==> config.mk <==
export PLATFORM = sky130hd
export DESIGN_NAME = ldsc_mul
export DESIGN_NICKNAME = d
export VERILOG_FILES = /design/src/rtl/ldsc_pkg.sv /design/src/rtl/ldsc_mul.sv
export SDC_FILE = /design/constraint.sdc
export NUM_CORES = 2
export LEC_CHECK = 0
export BUFFER_PORTS_ARGS = -buffer_cell sky130_fd_sc_hd__buf_2
export CORE_ASPECT_RATIO = 2
export CORE_UTILIZATION = 30
export CTS_BUF_LIST = sky130_fd_sc_hd__clkbuf_4
export CTS_CLUSTER_SIZE = 12
export DETAILED_ROUTE_END_ITERATION = 12
export GPL_TIMING_DRIVEN = 1
export HOLD_SLACK_MARGIN = 0.05
export PLACE_DENSITY_LB_ADDON = 0.25
export SYNTH_ARGS = -nofsm -noshare
export SYNTH_HDL_FRONTEND = slang
export SYNTH_SLANG_ARGS = --single-unit
==> constraint.sdc <==
create_clock -name clk -period 9 [get_ports clk]
set_input_delay 2.25 -clock clk [delete_from_list [all_inputs] [get_ports clk]]
set_output_delay 2.25 -clock clk [all_outputs]
set_load 0.02 [all_outputs]
==> src/rtl/ldsc_pkg.sv <==
// Shared constants, status codes and divider control type for the solution counter.
package ldsc_pkg;

    // Default coefficient width, divider numerator width and fixed result widths.
    localparam int DEF_WIDTH = 32;
    localparam int NUM_W     = 64;
    localparam int GCD_W     = 32;
    localparam int PART_W    = 64;
    localparam int COUNT_W   = 33;

    // Result status codes.
    typedef enum logic [1:0] {
        ST_OK    = 2'd0,
        ST_NODIV = 2'd1,
        ST_ZERO  = 2'd2
    } status_t;

    // Control group from the sequencer to the shared divider.
    typedef struct packed {
        logic start;
        logic short_op;
    } div_ctl_t;

endpackage

==> src/rtl/ldsc_mul.sv <==
// Shared signed multiplier with a registered product.
module ldsc_mul #(
    parameter int OPW = ldsc_pkg::DEF_WIDTH + 1
) (
    input  logic                      clk,
    input  logic signed [OPW-1:0]     op_a,
    input  logic signed [OPW-1:0]     op_b,
    output logic signed [2*OPW-1:0]   prod
);

    logic signed [2*OPW-1:0] prod_reg;

    // Product is registered before any use.
    always_ff @(posedge clk)
    begin
        prod_reg <= op_a * op_b;
    end

    assign prod = prod_reg;

endmodule

* After elaboration in Yosys (flattened, before gate mapping)
Index checks and enable logic that the tools add are counted.
** Word-level totals
- Latch bits :: 0
- Output and inout port bits :: 66
- Memories :: 0
- Input port bits :: 67
- Register bits :: 66
- Word-level logic and storage cells :: 2
- Memory bits (writable) :: 0
- ROM bits :: 0
** Operators by class
- Equality and inequality tests :: 0
- Multiplexer cells :: 0
- Div/mod/pow operators :: 0
- Multipliers :: 1
- Reductions and logical operators :: 0
- Add/subtract/negate cells :: 0
- Order comparisons :: 0
- Bitwise gates (word level) :: 0
- Shift operators :: 0
** Operators by type and width (count)
- multiplier 33 x 33 -> 66 bit :: 1

* Logic depth before layout (Yosys ltp)
- Depth in word-level cells :: 1
- Mapped depth :: 27
- Mapped depth without buffers :: 26

* Least setup slack after synthesis
Ideal clock, no wire load.
- Path kind :: input-to-reg
- From :: input op_a[32]
- To :: register prod_reg[62], in the netlist prod[62]
- Setup time :: 0.079 ns
- Path slack :: -0.486 ns
- Data required time :: 8.921 ns
- Arrival :: 9.407 ns
- Buffers on the path :: 2
- Stages :: 23
- Cells stage by stage :: clkbuf_1 -> nand2_1 -> inv_1 -> fa_1 -> fa_1 -> fa_1 -> fa_1 -> fa_1 -> fa_1 -> fa_1 -> inv_1 -> fa_1 -> inv_1 -> ha_1 -> clkbuf_1 -> and3_1 -> nand3_1 -> nand2b_1 -> a2111oi_4 -> a211oi_4 -> a21o_2 -> a21o_1 -> a211oi_2
** On the way
- Cells in the longest elaborated chain, start to end :: 1
** RTL lines
- from (decl) :: line ldsc_mul.sv:6 : input logic signed [OPW-1:0] op_a,
- multiplier 33 x 33 -> 66 bit :: line ldsc_mul.sv:16 : prod_reg <= op_a * op_b;
- to (signal assigned) :: line ldsc_mul.sv:16
- to (decl) :: line ldsc_mul.sv:11 : logic signed [2*OPW-1:0] prod_reg;
No other way between the ends.

* Worst setup path after layout
- From :: input op_b[22]
- To :: register prod_reg[62], in the netlist prod[62]
** On the way
- Cells in the longest elaborated chain, start to end :: 1
** RTL lines
- from (decl) :: line ldsc_mul.sv:7 : input logic signed [OPW-1:0] op_b,
- multiplier 33 x 33 -> 66 bit :: line ldsc_mul.sv:16
No other way between the ends.

==> results.yml <==
clocking:
  cts_hold_buf: 0
  cts_tree: "done"
  clk_path_buf_depth: 2
  path_clk_slew_ps: 160
  cts_made_buffers: 9
  cts_htree_levels: 3
  cts.sinks: 66
  clock-root-buffer: "clkbuf_4"
route:
  dr_wl_met2_mm: 82.8
  num_vias: 30228
  drtIter0Drc: 1101
  wl_met1_mm: 36.7
  wl_met3_mm: 2.78
  routed_wirelength_mm: 138
  final_antenna_net_count: 0
  wl_per_cell_microns: 21.2
  drc_errors: 0
  dr.pass1.iters: 5
  top_layer: "met5"
  vias_per_cell: 4.64
synthesis:
  synth_warnings: 0
  ys_seq_area_frac: 0.0324
  synth-seq-cells: 66
  ys_types: 80
  syn-num-nets: 5767
  synthFlopType: "dfxtp_1"
  synthCells: 4338
  syn_area_sq_um: 40700
  synth_edf_count: 0
  avgSynthCellArea_sq_um: 9.39
  async_flop_share: 0
die:
  core_sq_um: 134000
  start_util: 0.303
  dieArea_sq_um: 137000
  die_w_microns: 263
  ios: 133
  die_y_microns: 523
  rows: 190
sta:
  setup_viol: 0
  rsz0062_at_grt: "yes"
  max_freq_ghz: 0.112
  drv_slew: 0
  worst-slew-pin-transition_ps: 611
  period_needed_ps: 8940
  layout_worst_path_cycle_share: 0.994
  maxSlewHeadroom: 0.592
  whs_ps: 2280
  finalHoldViolCount: 0
finish:
  drive_above_1_share: 0.154
  largest_reg_flops: 66
  area_growth_pct: 16.2
  multi_input_area_sq_um: 34500
  seq_area_sq_um: 1320
  fillers: 13966
  fin_nets: 6198
  final_common_cell: "fa_1"
  final_cell_mix: "1,131 x fa_1, 1,128 x inv_1, 561 x and2_1"
status:
  run_status: "finished clean"
worst_setup_path:
  startpoint: "op_b[22]"
  cp-start-kind: "input pin"
  crit_required_ps: 9470
  crit_type: "in2reg"
  path_max_fanout: 11
  crit_arrival_ps: 9410
  cp-end-kind: "register"
  endpoint: "prod[62]$_DFF_P_"
  worst_path_largest_cell_delay_ps: 700
  path_cells: "buf_2 > buf_4 > buf_4 > nand2_1 > fa_1 > fa_1 > fa_1 > fa_1 > fa_1 > fa_1 > fa_1 > fa_1 > inv_1 > ha_2 > and4_4 > nand3_2 > nand2b_2 > a2111oi_4 > a211oi_4 > buf_4 > a21o_2 > a21o_1 > a211oi_2"
  crit_top_cell: "fa_1"
  crit_slowest_cell: "fa_1"
placement:
  hpwl_mm: 126
  gp_congestion: 0.888
  io_buffer_count: 132
worst_hold_path:
  hp-class: "in2reg"
flow_run:
  drv_cap: 0
global_routing:
  grt_max_degree: 27
  antenna_found_initial: 11
  grt_overflow: 0
  grt_pass1_vias: 35529
  track_usage: 0.207
  grt_pass1_wl_mm: 207
[Yosys cell counts (all sizes together), types with 2 or more instances]
cell     number  area (sq um)
fa         1145         22900
inv        1131          4250
and2        563          3520
nand2       551          2070
ha          217          2720
clkbuf      208           781
nor2         68           255
dfxtp        66          1320
a21oi        61           328
xnor2        43           377
a21o         38           288
o21ai        33           173
nand3        26           135
xor2         25           219
buf          13          70.1
nand2b       12          75.1
nand4        12          81.3
a211oi       11           110
o21bai       11          82.6
a31oi         9          62.6
nor3          7          35.0
o31ai         7           104
a211o         6          52.6
and3          6          42.5
o21a          6          45.0
and4          5          43.8
nor2b         5          31.3
o211ai        5          51.3
a21boi        3          33.8
a221oi        3          43.8
nor4          3          33.8
or2           3          18.8
or3           3          18.8
a2111o        2          22.5
a2111oi       2          36.3
a22oi         2          15.0
a311o         2          20.0
a311oi        2          17.5
a31o          2          17.5
nor3b         2          15.0
nor4b         2          23.8
o221a         2          22.5
o311ai        2          35.0
or3b          2          17.5
[per-stage QoR]
| step | instances | instance area [sq um] | setup WS (ps) | setup TNS [ps] | util |
|---|---|---|---|---|---|
| final | 6509 | 47300 | 57.8 | 0 | 0.352 |
| after CTS | 6496 | 47000 | 32.5 | 0 | 0.350 |
| after global placement | 6480 | 46800 | -613 | -15170 | 0.349 |
| after global routing | 6506 | 47300 | -41.1 | -104 | 0.352 |
| after detailed placement | 6480 | 46800 | -629 | -15720 | 0.349 |
| after floorplan | 4338 | 40800 | 6.37 | 0 | - |
[worst max-delay path: cells and delay by family]
kind / cells / cell delay [ps]
AO/OA/AOI/OAI: 5 / 950
AND/OR/NAND/NOR: 4 / 750
buffers and inverters: 5 / 900
adder cells (fa/ha/maj): 9 / 4550
[layer usage]
metal,GRT usage,up-vias
met5,0,-
met4,0.193,4
met3,0.0145,406
met2,0.432,698
met1,0.163,15926
li1,-,13194
[area by class of cell]
| type | count | area share |
|---|---|---|
| diodes | 7 | 0.000370 |
| clock buffers | 9 | 0.00143 |
| clock inverters | 7 | 0.00148 |
| inverters | 1131 | 0.0898 |
| multi-input cells | 2920 | 0.729 |
| flip-flops and latches | 66 | 0.0279 |
| well taps | 1728 | 0.0457 |
| repair buffers | 641 | 0.105 |
[cells by family (layout without fill, tap and decap cells)]
group	Yosys count	after routing	synth area share
simple gates	1271	1271	0.158
fa+ha+maj	1362	1362	0.629
flops	66	66	0.0324
compound gates	219	219	0.0407
buf+inv	1352	1788	0.125
xor+xnor	68	68	0.0146
other cells	0	7	0
[worst min path at each step]
stage,from,end,cells after the start
2_1_floorplan,op_a[0],prod[0]$_DFF_P_,1
3_3_place_gp,prod[37]$_DFF_P_,prod[37],1
3_5_place_dp,prod[37]$_DFF_P_,prod[37],1
4_1_cts,op_a[0],prod[0]$_DFF_P_,3
5_1_grt,op_b[0],prod[0]$_DFF_P_,3
6_report,op_b[0],prod[0]$_DFF_P_,3
[what timing repair did]
item | CTS | global route
resized for setup | 0 | 93
endpoints found under the setup margin | 0 | 30
buffers inserted | 0 | 6
Power is left out: the tool's default activity adds up to more than one toggle a clock period on the data nets, which glitch-free logic cannot reach.
