**config.mk**
```make
export PLATFORM = sky130hd
export DESIGN_NAME = ldsc_div
export DESIGN_NICKNAME = d
export VERILOG_FILES = /design/src/rtl/ldsc_pkg.sv /design/src/rtl/ldsc_div.sv
export SDC_FILE = /design/constraint.sdc
export NUM_CORES = 1
export LEC_CHECK = 0
export BUFFER_PORTS_ARGS = -buffer_cell sky130_fd_sc_hd__buf_2
export CAP_MARGIN = 20
export CORE_MARGIN = 8
export CORE_UTILIZATION = 44
export DETAILED_ROUTE_END_ITERATION = 8
export GPL_TIMING_DRIVEN = 0
export HOLD_SLACK_MARGIN = 0.02
export PLACE_DENSITY = 0.64
export SETUP_SLACK_MARGIN = 0.1
export SYNTH_ARGS = -nofsm -noshare
export SYNTH_HDL_FRONTEND = slang
export SYNTH_SLANG_ARGS = --single-unit
export TNS_END_PERCENT = 20
```
**constraint.sdc**
```tcl
create_clock -name clk -period 3.05 [get_ports clk]
set_clock_uncertainty 0.05 [all_clocks]
set_input_delay 0.61 -clock clk [delete_from_list [all_inputs] [get_ports clk]]
set_output_delay 0.61 -clock clk [all_outputs]
set_load 0.02 [all_outputs]
```
**src/rtl/ldsc_pkg.sv**
```systemverilog
// Shared constants, status codes and divider control type for the solution counter.
package ldsc_pkg;

    // Default coefficient width, divider numerator width and fixed result widths.
    localparam int DEF_WIDTH = 32;
    localparam int NUM_W     = 64;
    localparam int GCD_W     = 32;
    localparam int PART_W    = 64;
    localparam int COUNT_W   = 33;

    // Result status codes.
    typedef enum logic [1:0] {
        ST_OK    = 2'd0,
        ST_NODIV = 2'd1,
        ST_ZERO  = 2'd2
    } status_t;

    // Control group from the sequencer to the shared divider.
    typedef struct packed {
        logic start;
        logic short_op;
    } div_ctl_t;

endpackage

```
**src/rtl/ldsc_div.sv**
```systemverilog
// Shared iterative restoring divider, one quotient bit per cycle.
module ldsc_div #(
    parameter int NW = ldsc_pkg::NUM_W,
    parameter int DW = ldsc_pkg::DEF_WIDTH,
    parameter int SW = ldsc_pkg::DEF_WIDTH
) (
    input  logic                 clk,
    input  logic                 rst_n,
    input  ldsc_pkg::div_ctl_t   ctl,
    input  logic [NW-1:0]        num,
    input  logic [DW-1:0]        den,
    output logic                 done,
    output logic [NW-1:0]        quot,
    output logic [DW-1:0]        rem
);

    localparam int CNT_W = $clog2(NW + 1);

    logic              busy_reg;
    logic              done_reg;
    logic [CNT_W-1:0]  cnt_reg;
    logic [DW-1:0]     den_reg;
    logic [DW-1:0]     rem_reg;
    logic [NW-1:0]     quo_reg;
    logic [DW:0]       trial;
    logic [DW:0]       diff;
    logic              fits;

    // One restoring step: bring down the next numerator bit and try the subtract.
    assign trial = {rem_reg, quo_reg[NW-1]};
    assign diff  = trial - {1'b0, den_reg};
    assign fits  = (trial >= {1'b0, den_reg});

    // Step counter and completion pulse.
    always_ff @(posedge clk or negedge rst_n)
    begin
        if (!rst_n)
        begin
            busy_reg <= 1'b0;
            done_reg <= 1'b0;
            cnt_reg  <= '0;
        end
        else
        begin
            done_reg <= 1'b0;
            if (ctl.start)
            begin
                busy_reg <= 1'b1;
                cnt_reg  <= ctl.short_op ? CNT_W'(SW) : CNT_W'(NW);
            end
            else if (busy_reg)
            begin
                cnt_reg <= cnt_reg - CNT_W'(1);
                if (cnt_reg == CNT_W'(1))
                begin
                    busy_reg <= 1'b0;
                    done_reg <= 1'b1;
                end
            end
        end
    end

    // Partial remainder and quotient shift register; a short operand is left aligned.
    always_ff @(posedge clk)
    begin
        if (ctl.start)
        begin
            quo_reg <= ctl.short_op ? (num << (NW - SW)) : num;
            rem_reg <= '0;
            den_reg <= den;
        end
        else if (busy_reg)
        begin
            rem_reg <= fits ? diff[DW-1:0] : trial[DW-1:0];
            quo_reg <= {quo_reg[NW-2:0], fits};
        end
    end

    assign done = done_reg;
    assign quot = quo_reg;
    assign rem  = rem_reg;

endmodule

```
# Word level (Yosys, flattened, before mapping)

Index checks and enable logic that the tools add are counted.

Memories: 0
Output and inout bits: 97
Bits in writable memories: 0
ROM bits: 0
Flip-flop bits (word level): 137
Bits in latches: 0
Input bits: 100
Logic and storage cells: 24

Reductions and logical operators: 1
Bitwise logic cells: 0
Equality and inequality tests: 1
Shifts and indexed selects: 0
Muxes and demuxes: 13
$add $sub $neg: 2
Divide/modulo/power cells: 0
$mul: 0
Magnitude comparators: 1

Operators by type and width:

| kind                                                                   | number |
|---|---|
| 64-bit 2-to-1 mux                                                      | 3 |
| 33-bit by 32-bit greater-or-equal comparator with 1-bit output         | 1 |
| 32-bit 2-to-1 mux                                                      | 1 |
| 32-bit subtractor                                                      | 1 |
| 7-bit 2-to-1 mux                                                       | 3 |
| 7-bit by 1-bit equality test with 1-bit output (second input constant) | 1 |
| 7-bit by 1-bit subtractor with 7-bit output (second input constant)    | 1 |
| 1-bit 2-to-1 mux                                                       | 6 |
| 2-bit nonzero test                                                     | 1 |

# Depth between registers and ports, before layout

Gate-level depths: netlist (run 1).

Depth after elaboration: 4
Gate-level depth with buffers: 14
Gate-level depth less buffers: 12

# Worst setup path before layout (run 1)

No wires, ideal clock.

Path kind: input -> register
Start point: input port ctl[1] in the netlist's numbering
End point: register quo_reg[0], in the netlist quot[0], enable pin
Arrival time: 2.689 ns
Data required time: 2.576 ns
Library setup time: 0.424 ns
Path buffers: 2
Setup slack: -0.112 ns
Stages on the path: 4
Cells stage by stage: clkbuf_1 clkinv_1 clkbuf_1 nand2_1

Cells in the longest elaborated chain, start to end: 1

Ends and longest elaborated chain:

| what                                | RTL line       | RTL |
|---|---|---|
| from (decl)                         | ldsc_div.sv:9  | `input ldsc_pkg::div_ctl_t ctl,` |
| 2-bit nonzero test (no source line) | -              |  |
| to (signal assigned)                | ldsc_div.sv:68 | `quo_reg <= ctl.short_op ? (num << (NW - SW)) : num;` |
| to (signal assigned)                | ldsc_div.sv:75 | `quo_reg <= {quo_reg[NW-2:0], fits};` |
| to (decl)                           | ldsc_div.sv:24 | `logic [NW-1:0] quo_reg;` |

No other way between the ends.
A chain may end at the register's enable or synchronous reset.

# Worst setup path in the final report (run 1)

Start point: register den_reg[19]
End point: register rem_reg[26], in the netlist rem[26]

Cells in the longest elaborated chain, start to end: 2
Elaborated cells on any way between the ends: 3
Classes of those cells: add/sub: 1; order compare: 1; mux: 1

Ends and longest elaborated chain:

| what                                                                                                       | RTL line                       | RTL |
|---|---|---|
| from (decl)                                                                                                | ldsc_div.sv:22                 | `logic [DW-1:0] den_reg;` |
| from (signal assigned)                                                                                     | ldsc_div.sv:70                 | `den_reg <= den;` |
| 32-bit subtractor / 33-bit by 32-bit greater-or-equal comparator with 1-bit output (equally long branches) | ldsc_div.sv:31, ldsc_div.sv:32 |  |
| 32-bit 2-to-1 mux *                                                                                        | ldsc_div.sv:74                 | `rem_reg <= fits ? diff[DW-1:0] : trial[DW-1:0];` |
| to (signal assigned)                                                                                       | ldsc_div.sv:74                 |  |
| to (decl)                                                                                                  | ldsc_div.sv:23                 | `logic [DW-1:0] rem_reg;` |

Every way passes the cells marked *; elsewhere a longest branch is shown, timed or not.

==> results_dict.tcl, run 1 <==
set metrics [dict create \
    status "complete, no violations" \
    die_w_um 147 \
    cp_data_arrival_time_ns 3.15 \
    fmax_mhz 346 \
    hold_viol_final 0 \
    slew_headroom_pct 49.0 \
    synth-async-reset-ratio_pct 6.57 \
    core_area_um2 16600 \
    num_vias 6572 \
    area_growth_pct 29.5 \
    tns_ns 0 \
    switchingPower_w 0.00358 \
    dp_hpwl_mm 17.3 \
    grt_pass1_vias 6618 \
    overflow 0 \
    h-tree-depth 4 \
    seqPwrFrac_pct 31.6 \
    leakage_nw 4.37 \
    pin_count 197 \
    setup_viol 0 \
    synth_edf_count 96 \
    cts.sinks 137 \
    antenna_found_initial 0 \
    syn-cell-area_um2 7510 \
    clk_pin_slew_worst_paths_ns 0.06 \
    fin_crit_ns 2.89 \
    worst_pin_slew_ns 0.764 \
    grt_pass1_wl_mm 36.3 \
    totalWireLength_mm 23.2 \
    swShare_pct 40.5 \
    place_congestion 0.921 \
    final_cell_mix "buf_2, edfxtp_1, nor2_1" \
    syn_inst 737 \
    die_h_um 147 \
    cp.required_ns 3.32 \
    synth_area_leader_cell "edfxtp_1" \
    final_common_cell "buf_2" \
    initial_utilization_pct 45.1 \
    power_frac_clock_pct 23.6 \
    synth-main-ff-cell "edfxtp_1" \
    drive_gt1_share_pct 30.2 \
    die-area_um2 21500 \
    cp-start-kind "register" \
    drt_iter0_drc 386 \
    drt-pass1-iter-count 5 \
    postRouteAntennaNets 0 \
    synth.distinct_cells 64 \
    largest_register_ff_count 64 \
    cellPowerDensity_nw_per_um2 908 \
    synth_fp_nets 872 \
    grt_max_degree 65 \
    synth_top_cells_by_area "edfxtp_1, dfxtp_1, ha_1, mux2i_1, nor2_1" \
    placementRows 47 \
    power.internal_w 0.00526 \
    p_comb_share_pct 44.8 \
    drv_cap 0 \
    cp_max_fo 7 \
    cts.path.max_buffers 2 \
    viasPerCell 5.50 \
    peakVddDrop_uv 530 \
    tritoncts "built" \
    numPortBuffers 195 \
    drt_drc_violations_left 0 \
    track_usage_pct 21.1 \
    clk_latency_ns 0.43 \
    finalCritPeriodShare_pct 94.7 \
    whs_ns 0.298 \
    path_class "reg -> reg" \
    drv_slew 0 \
    rsz0062_at_grt "true" \
    postLayoutCoreUtil_pct 58.5 \
    wire_per_inst_um 19.4 \
    cts_made_buffers 17 \
    yosysWarnings 0 \
    cp-end-kind "register" \
    cts-root-buf "clkbuf_16" \
    avgSynthCellArea_um2 10.2 \
    ys_ff_latch 137 \
    synth-seq-area-share_pct 49.9 \
    min_path_type "in -> reg" \
    yosys.area.top_type_share_pct 38.4 \
    nNetsFinal 1095 \
]
-- metrics by stage --
stage               area (µm²)  power [W]  worst slack [ns]  instances
finish                    9730    0.00883             0.162       1194
CTS                       9480    0.00857            0.0403       1187
detailed placement        8770    0.00636            -0.721       1152
global route              9730    0.00938            0.0118       1193
floorplan                 7520    0.00530             0.108        737
global placement          8770    0.00635             -1.11       1152
-- synthesized netlist by cell type, types with 3 or more instances --
| master | number |
|---|---|
| edfxtp_1 | 96 |
| nor2_1 | 82 |
| nand2_1 | 76 |
| a21oi_1 | 57 |
| inv_1 | 47 |
| ha_1 | 34 |
| mux2i_1 | 34 |
| clkbuf_1 | 32 |
| dfxtp_1 | 32 |
| a22o_1 | 31 |
| a311oi_1 | 24 |
| xnor2_1 | 23 |
| nand3_1 | 15 |
| o21ai_0 | 14 |
| a21o_1 | 11 |
| dfrtp_1 | 9 |
| xor2_1 | 9 |
| and3_1 | 8 |
| a211oi_1 | 7 |
| a31oi_1 | 6 |
| buf_2 | 6 |
| nor3_1 | 6 |
| o21bai_1 | 6 |
| nand4_1 | 5 |
| a41oi_1 | 4 |
| nor2b_1 | 4 |
| o21a_1 | 4 |
| o22ai_1 | 4 |
| or3_1 | 4 |
| a21boi_0 | 3 |
| a21oi_2 | 3 |
| nor4_1 | 3 |
-- critical path, stage by stage (launching register included) --
cell and delay [ns]:
edfxtp_1 0.38, inv_1 0.08, ha_1 0.21, buf_2 0.16, and3_2 0.21, and3_4 0.19, and4b_1 0.20, o221ai_4 0.10
a41oi_2 0.17, o41a_1 0.42, buf_4 0.17, xnor2_1 0.12, nor2_1 0.06, o221a_2 0.23
-- cell families after synthesis --
kind of cell | Yosys count | synth area share [%]
AOI/OAI and AO/OA | 196 | 18.8
xor gates and xnor gates | 32 | 3.73
muxes | 36 | 4.83
DFF | 137 | 49.9
and+or+nand+nor | 212 | 12.2
adders and majority gates | 35 | 5.93
buffers and inverters | 89 | 4.65
-- power groups by stage --
stage / combinational [W] / sequential, W / clock (W)
after detailed placement: 0.00355 / 0.00281 / 0
after global routing: 0.00434 / 0.00284 / 0.00219
final: 0.00396 / 0.00279 / 0.00208
after global placement: 0.00355 / 0.00280 / 0
after CTS: 0.00368 / 0.00277 / 0.00213
after floorplan: 0.00216 / 0.00314 / 0
-- area by class of cell --
class                   instances  area, µm²
well taps                     220        275
diodes                          1       2.50
inverters                      48        184
clock buffers                  17        425
flip-flops and latches        137       3750
multi-input cells             511       3670
fillers                      1477       6910
plain buffers                  40        195
repair buffers                205       1060
clock inverters                15        165
-- routing by layer --
metal	global-route usage, %	part of all wire, %	vias to the layer above
li1	-	-	3159
met1	26.6	44	3157
met2	34.2	47	233
met3	6.37	7.9	23
met4	5.92	1.4	0
met5	0	0	-
-- timing repair --
item,CTS,global route
hold buffers,1,0
setup buffers,2,7
endpoints found under the hold margin,9,0
gates resized for setup,21,50
pin swaps,3,11
setup endpoints to repair,122,122
-- final timing paths --
kind                       slack (ns)  cells after the start                   from                    end
min                              0.30                      1                den[18]  den_reg[18]$_DFFE_PP_
max in group asynchronous        2.24                      2                  rst_n     busy_reg$_DFF_PN0_
min reg2reg                      0.47                      2   rem[23]$_SDFFE_PP0P_   rem[24]$_SDFFE_PP0P_
max                              0.16                     13  den_reg[19]$_DFFE_PP_   rem[26]$_SDFFE_PP0P_
min in group asynchronous        0.52                      2                  rst_n         done$_DFF_PN0_
max reg2reg                      0.16                     13  den_reg[19]$_DFFE_PP_   rem[26]$_SDFFE_PP0P_
(Power assumes the default switching activity.)
==> inputs of run 2 (changes only) <==
CAP_MARGIN = default   (was 20)
CELL_PAD_IN_SITES_DETAIL_PLACEMENT = 1   (was default)
CELL_PAD_IN_SITES_GLOBAL_PLACEMENT = 2   (was default)
CORE_UTILIZATION = 33   (was 44)
PLACE_DENSITY = 0.77   (was 0.64)
==> run 2 against run 1 <==
  * The run now ends with setup timing left
  * Power is 0.47% lower
  * Utilization decreased by 15 points
  * Non-clock buffer count is 1 higher
  * Sequential share of layout area decreased by 0.057 points
  * Final area is 0.12% higher
  * Critical path type unchanged
==> results_dict.tcl, run 2 (synthesized netlist as in run 1, its figures left out) <==
set metrics [dict create \
    num_vias 6572 \
    cts.path.max_buffers 2 \
    fillers 2613 \
    grt_pass1_vias 7101 \
    leakage_nw 4.37 \
    fin_ws_ns -0.00815 \
    place_congestion 0.840 \
    drt_drc_violations_left 0 \
    cp_max_fo 3 \
    cts-root-buf "clkbuf_16" \
    pin_count 197 \
    final_cell_mix "buf_2, edfxtp_1, nor2_1" \
    dp_hpwl_mm 19.5 \
    cp-end-kind "register" \
    initial_utilization_pct 33.4 \
    slew_headroom_pct 50.8 \
    overflow 0 \
    drv_cap 0 \
    violations "setup timing" \
    clk_latency_ns 0.43 \
    drt-pass1-iter-count 5 \
    drt_iter0_drc 300 \
    h-tree-depth 4 \
    antenna_cells 0 \
    min_path_type "in -> reg" \
    core_area_um2 22500 \
    dp.cells 1217 \
    fmax_mhz 327 \
    cp_data_arrival_time_ns 3.34 \
    place_ws_ns -0.838 \
    grt_pass1_wl_mm 40.6 \
    cp-start-kind "register" \
    largest_register_ff_count 64 \
    tritoncts "built" \
    viasPerCell 5.22 \
    rr_worst_depth 12 \
    cellPowerDensity_nw_per_um2 903 \
    clk_pin_slew_worst_paths_ns 0.07 \
    area_growth_pct 29.6 \
    final_common_cell "buf_2" \
    status "finished with violations" \
    tns_ns -0.00815 \
    die_w_um 167 \
    drive_gt1_share_pct 29.4 \
    hold_viol_final 0 \
    fin_crit_ns 3.06 \
    die-area_um2 27900 \
    path_class "reg -> reg" \
    timing.rr.start "quot[63]$_DFFE_PP_" \
    numPortBuffers 195 \
    hold_path_depth 1 \
    cts_made_buffers 17 \
    rr_endpoint "rem[28]$_SDFFE_PP0P_" \
    wire_per_inst_um 20.3 \
    peakVddDrop_uv 374 \
    track_usage_pct 18.4 \
    nNetsFinal 1096 \
    antenna_found_initial 0 \
    totalWireLength_mm 25.6 \
    reg2reg_setup_slack_ns -0.008 \
    holdPathEnd "den_reg[10]$_DFFE_PP_" \
    power.total_w 0.00879 \
    grt_max_degree 65 \
    finalCritPeriodShare_pct 100 \
    setup_viol 1 \
    hp-start "den[10]" \
    postLayoutCoreUtil_pct 43.3 \
    worst_pin_slew_ns 0.738 \
    rsz0062_at_grt "true" \
    postRouteAntennaNets 0 \
    placementRows 55 \
    instances_no_fill 1259 \
    drv_slew 0 \
    cp.required_ns 3.33 \
    die_h_um 167 \
    cts.sinks 137 \
]
==> run 2: cell types whose count changed in the layout (fill, tap and decap cells not counted), sizes merged <==
| cell | delta |
|---|---|
| clkinv | -1 |
| buf | +1 |
| bufinv | -2 |
| diode | -1 |
| inv | +3 |
==> run 2: cell type report <==
type | instances | area, µm² | area share (%)
Inverter | 48 | 180 | 1.85
Clock inverter | 15 | 133 | 1.36
Clock buffer | 17 | 425 | 4.37
Multi-Input combinational cell | 511 | 3600 | 37.0
Tap cell | 285 | 357 | 3.66
Timing Repair Buffer | 207 | 1080 | 11.1
Buffer | 39 | 208 | 2.13
Sequential cell | 137 | 3750 | 38.5
==> run 2: worst max-delay path by stage <==
stage / from / endpoint / cells after the start
finish: quot[63]$_DFFE_PP_ / rem[28]$_SDFFE_PP0P_ / 12
global route: quot[63]$_DFFE_PP_ / rem[28]$_SDFFE_PP0P_ / 12
CTS: den_reg[7]$_DFFE_PP_ / rem[28]$_SDFFE_PP0P_ / 11
detailed placement: ctl[1] / quot[12]$_DFFE_PP_ / 5
global placement: ctl[1] / quot[12]$_DFFE_PP_ / 5
floorplan: quot[63]$_DFFE_PP_ / rem[28]$_SDFFE_PP0P_ / 12
==> run 2: power breakdown <==
group | internal (W) | total, W | switching, W
Combinational | 0.00161 | 0.00400 | 0.00239
Clock | 0.00107 | 0.00199 | 0.000919
Sequential | 0.00243 | 0.00280 | 0.000366
Total | 0.00512 | 0.00879 | 0.00367
==> run 2: worst max-delay path, cell delays in order (launching register included) <==
cell,delay [ns]
edfxtp_1,0.40
inv_2,0.05
ha_2,0.20
fa_2,0.42
nor2b_4,0.16
o2111ai_4,0.15
a21boi_4,0.24
o221ai_4,0.16
a41oi_2,0.24
o41a_1,0.32
mux2i_1,0.22
o21ai_1,0.10
a311oi_1,0.25
==> run 2: metal layers <==
| metal | GRT usage [%] | routed length [µm] | vias up | part of all wire [%] |
|---|---|---|---|---|
| met5 | 0 | 0 | - | 0 |
| met4 | 5.29 | 370 | 0 | 1.4 |
| met2 | 30.3 | 11900 | 195 | 47 |
| met1 | 23.6 | 11900 | 3185 | 46 |
| met3 | 4.30 | 1430 | 27 | 5.6 |
| li1 | - | - | 3165 | - |
==> run 2: repair_timing <==
action	CTS	global route
setup endpoints to repair	123	123
gates resized for setup	22	36
endpoints found under the hold margin	9	0
pin swaps	3	12
buffers inserted	2	9
hold buffers	1	0
==> run 2: per-stage QoR <==
| stage | instance area (µm²) | hold slack (ns) |
|---|---|---|
| 6_report | 9740 | 0.306 |
| 5_1_grt | 9740 | 0.283 |
| 4_1_cts | 9540 | 0.289 |
| 3_5_place_dp | 8850 | 0.431 |
| 3_3_place_gp | 8850 | 0.430 |
| 2_1_floorplan | 7520 | 0.264 |
==> inputs of run 3 (changes only) <==
CORE_UTILIZATION = 31   (was 33)
CTS_BUF_LIST = sky130_fd_sc_hd__clkbuf_8   (was default)
PLACE_DENSITY = 0.76   (was 0.77)
SETUP_SLACK_MARGIN = 0.02   (was 0.1)
clock period = 2.8 ns   (was 3.05 ns; I/O delays follow)
==> run 3 against run 2 <==
  * Power increased by 8.8%
  * Via count up 0.93%
  * Highest routed layer unchanged
  * Final area grew 2.6%
  * Worst setup slack got worse by 0.090 ns
  * The flow still finishes with violations (setup timing)
  * Critical endpoint is now rem[8]$_SDFFE_PP0P_
==> results_dict.tcl, run 3 (synthesized netlist as in run 1, its figures left out) <==
set metrics [dict create \
    status "finished with violations" \
    violations "setup timing" \
    initial_utilization_pct 31.3 \
    power.internal_w 0.00538 \
    final_common_cell "buf_2" \
    antenna_found_initial 0 \
    clk_pin_slew_worst_paths_ns 0.10 \
    power_frac_clock_pct 17.4 \
    min_path_type "in -> reg" \
    grt_max_degree 65 \
    worst_pin_slew_ns 0.765 \
    cts.sinks 137 \
    rr_worst_depth 13 \
    numPortBuffers 195 \
    core_area_um2 24000 \
    largest_register_ff_count 64 \
    seqPwrFrac_pct 31.8 \
    hp-start "den[29]" \
    setup_viol 5 \
    totalWireLength_mm 26.3 \
    peakVddDrop_uv 310 \
    crit_slowest_cell "or4_1" \
    cp-start-kind "register" \
    die-area_um2 29500 \
    nNetsFinal 1110 \
    pin_count 197 \
    die_w_um 172 \
    drt-pass1-iter-count 5 \
    fmax_mhz 345 \
    swShare_pct 43.7 \
    overflow 0 \
    path_class "reg -> reg" \
    cp_max_fo 7 \
    grt_pass1_wl_mm 39.0 \
    cts_made_buffers 17 \
    fin_ws_ns -0.0986 \
    crit_buf_inv 3 \
    final_cell_mix "buf_2, edfxtp_1, nor2_1" \
    reg2reg_setup_slack_ns -0.1 \
    postRouteAntennaNets 0 \
    drv_cap 0 \
    leakage_nw 4.40 \
    switchingPower_w 0.00418 \
    holdPathEnd "den_reg[29]$_DFFE_PP_" \
    crit_family "simple AND/OR/NAND/NOR gates" \
    p_comb_share_pct 50.8 \
    drt_iter0_drc 277 \
    grt_pass1_vias 6860 \
    track_usage_pct 17.2 \
    num_vias 6633 \
    area_growth_pct 33.1 \
    finalCritPeriodShare_pct 104 \
    cp.depth 13 \
    cts-root-buf "clkbuf_8" \
    clk_latency_ns 0.46 \
    slew_headroom_pct 49.0 \
    place_congestion 0.821 \
    hold_viol_final 0 \
    cp-end-kind "register" \
    fillers 2766 \
    cp.required_ns 3.12 \
    cellPowerDensity_nw_per_um2 957 \
    hold_path_depth 1 \
    placementRows 57 \
    h-tree-depth 4 \
    whs_ns 0.220 \
    cp_data_arrival_time_ns 3.22 \
    rsz0062_at_grt "true" \
    cts.path.max_buffers 2 \
    fin_crit_ns 2.90 \
    drv_slew 0 \
    wire_per_inst_um 20.1 \
    rr_endpoint "rem[8]$_SDFFE_PP0P_" \
    drt_drc_violations_left 0 \
    viasPerCell 5.06 \
    tritoncts "built" \
    drive_gt1_share_pct 33.9 \
    dp_hpwl_mm 19.3 \
    antenna_cells 0 \
    path_cells "inv_1, ha_1, buf_6, nand2_1, o21ai_2, a21oi_1, or3b_1, o2111ai_2, a21o_4, a21oi_4, buf_4, or4_1, a311oi_2" \
    cpPeakStageDelay_ns 0.55 \
    place_ws_ns -1.10 \
    timing.rr.start "den_reg[19]$_DFFE_PP_" \
    die_h_um 172 \
]
run 3: changes by cell type in the layout (fill, tap and decap cells not counted), sizes merged:
cell	delta
buf	+15
clkinvlp	-5
inv	+3
clkinv	+2
clkbuf	-1
run 3: area by class of cell:
type | count | area, µm² | area share (%)
multi-input combinational | 511 | 3850 | 38.5
sequential | 137 | 3750 | 37.5
timing repair buffer | 222 | 1210 | 12.1
tap | 324 | 405 | 4.06
clock buffer | 17 | 234 | 2.34
buffer | 38 | 219 | 2.19
inverter | 48 | 181 | 1.81
clock inverter | 15 | 150 | 1.50
run 3: power by group through the flow:
stage / Combinational [W] / Clock (W) / Sequential [W]
CTS: 0.00435 / 0.00171 / 0.00303
global route: 0.00527 / 0.00179 / 0.00312
finish: 0.00486 / 0.00166 / 0.00305
floorplan: 0.00235 / 0 / 0.00342
detailed placement: 0.00399 / 0 / 0.00306
global placement: 0.00396 / 0 / 0.00305
run 3: worst max-delay path by stage:
| stage | startpoint | end | slack (ns) |
|---|---|---|---|
| detailed placement | ctl[1] | quot[53]$_DFFE_PP_ | -1.10 |
| CTS | den_reg[19]$_DFFE_PP_ | rem[8]$_SDFFE_PP0P_ | -0.13 |
| global route | rem[0]$_SDFFE_PP0P_ | rem[28]$_SDFFE_PP0P_ | -0.23 |
| finish | den_reg[19]$_DFFE_PP_ | rem[8]$_SDFFE_PP0P_ | -0.1 |
| floorplan | quot[63]$_DFFE_PP_ | rem[28]$_SDFFE_PP0P_ | -0.14 |
| global placement | ctl[1] | quot[52]$_DFFE_PP_ | -1.54 |
run 3: worst register-to-register path, delay by kind of cell (launching register included):
| kind | cells | cell delay, ns |
|---|---|---|
| buffers and inverters | 3 | 0.33 |
| AND/OR/NAND/NOR | 3 | 1.00 |
| AO/OA/AOI/OAI | 6 | 0.81 |
| adder cells (fa/ha/maj) | 1 | 0.28 |
| flip-flops | 1 | 0.34 |
run 3: stage by stage:
stage	std cells	util (%)	instance area (µm²)	power [W]	setup TNS (ns)
floorplan	737	-	7520	0.00577	-0.227
global placement	1256	37.0	8900	0.00701	-130.69
detailed placement	1256	37.0	8900	0.00705	-106.22
CTS	1299	40.0	9600	0.00909	-0.403
global route	1312	41.6	10000	0.0102	-2.02
finish	1312	41.6	10000	0.00956	-0.305
run 3: metal layers:
layer / track usage [%] / wire (µm) / part of all wire, % / vias to the layer above
li1: - / - / - / 3189
met1: 22.6 / 12000 / 45 / 3310
met2: 28.5 / 13200 / 50 / 111
met3: 3.05 / 772 / 2.9 / 23
met4: 4.65 / 381 / 1.4 / 0
met5: 0 / 0 / 0 / -
run 3: what timing repair did:
action,CTS,global route
endpoints found under the setup margin,126,96
resized for setup,49,61
hold endpoints to repair,9,0
cloned,0,1
pin swaps,13,18
hold buffers,1,0
setup buffers,12,14
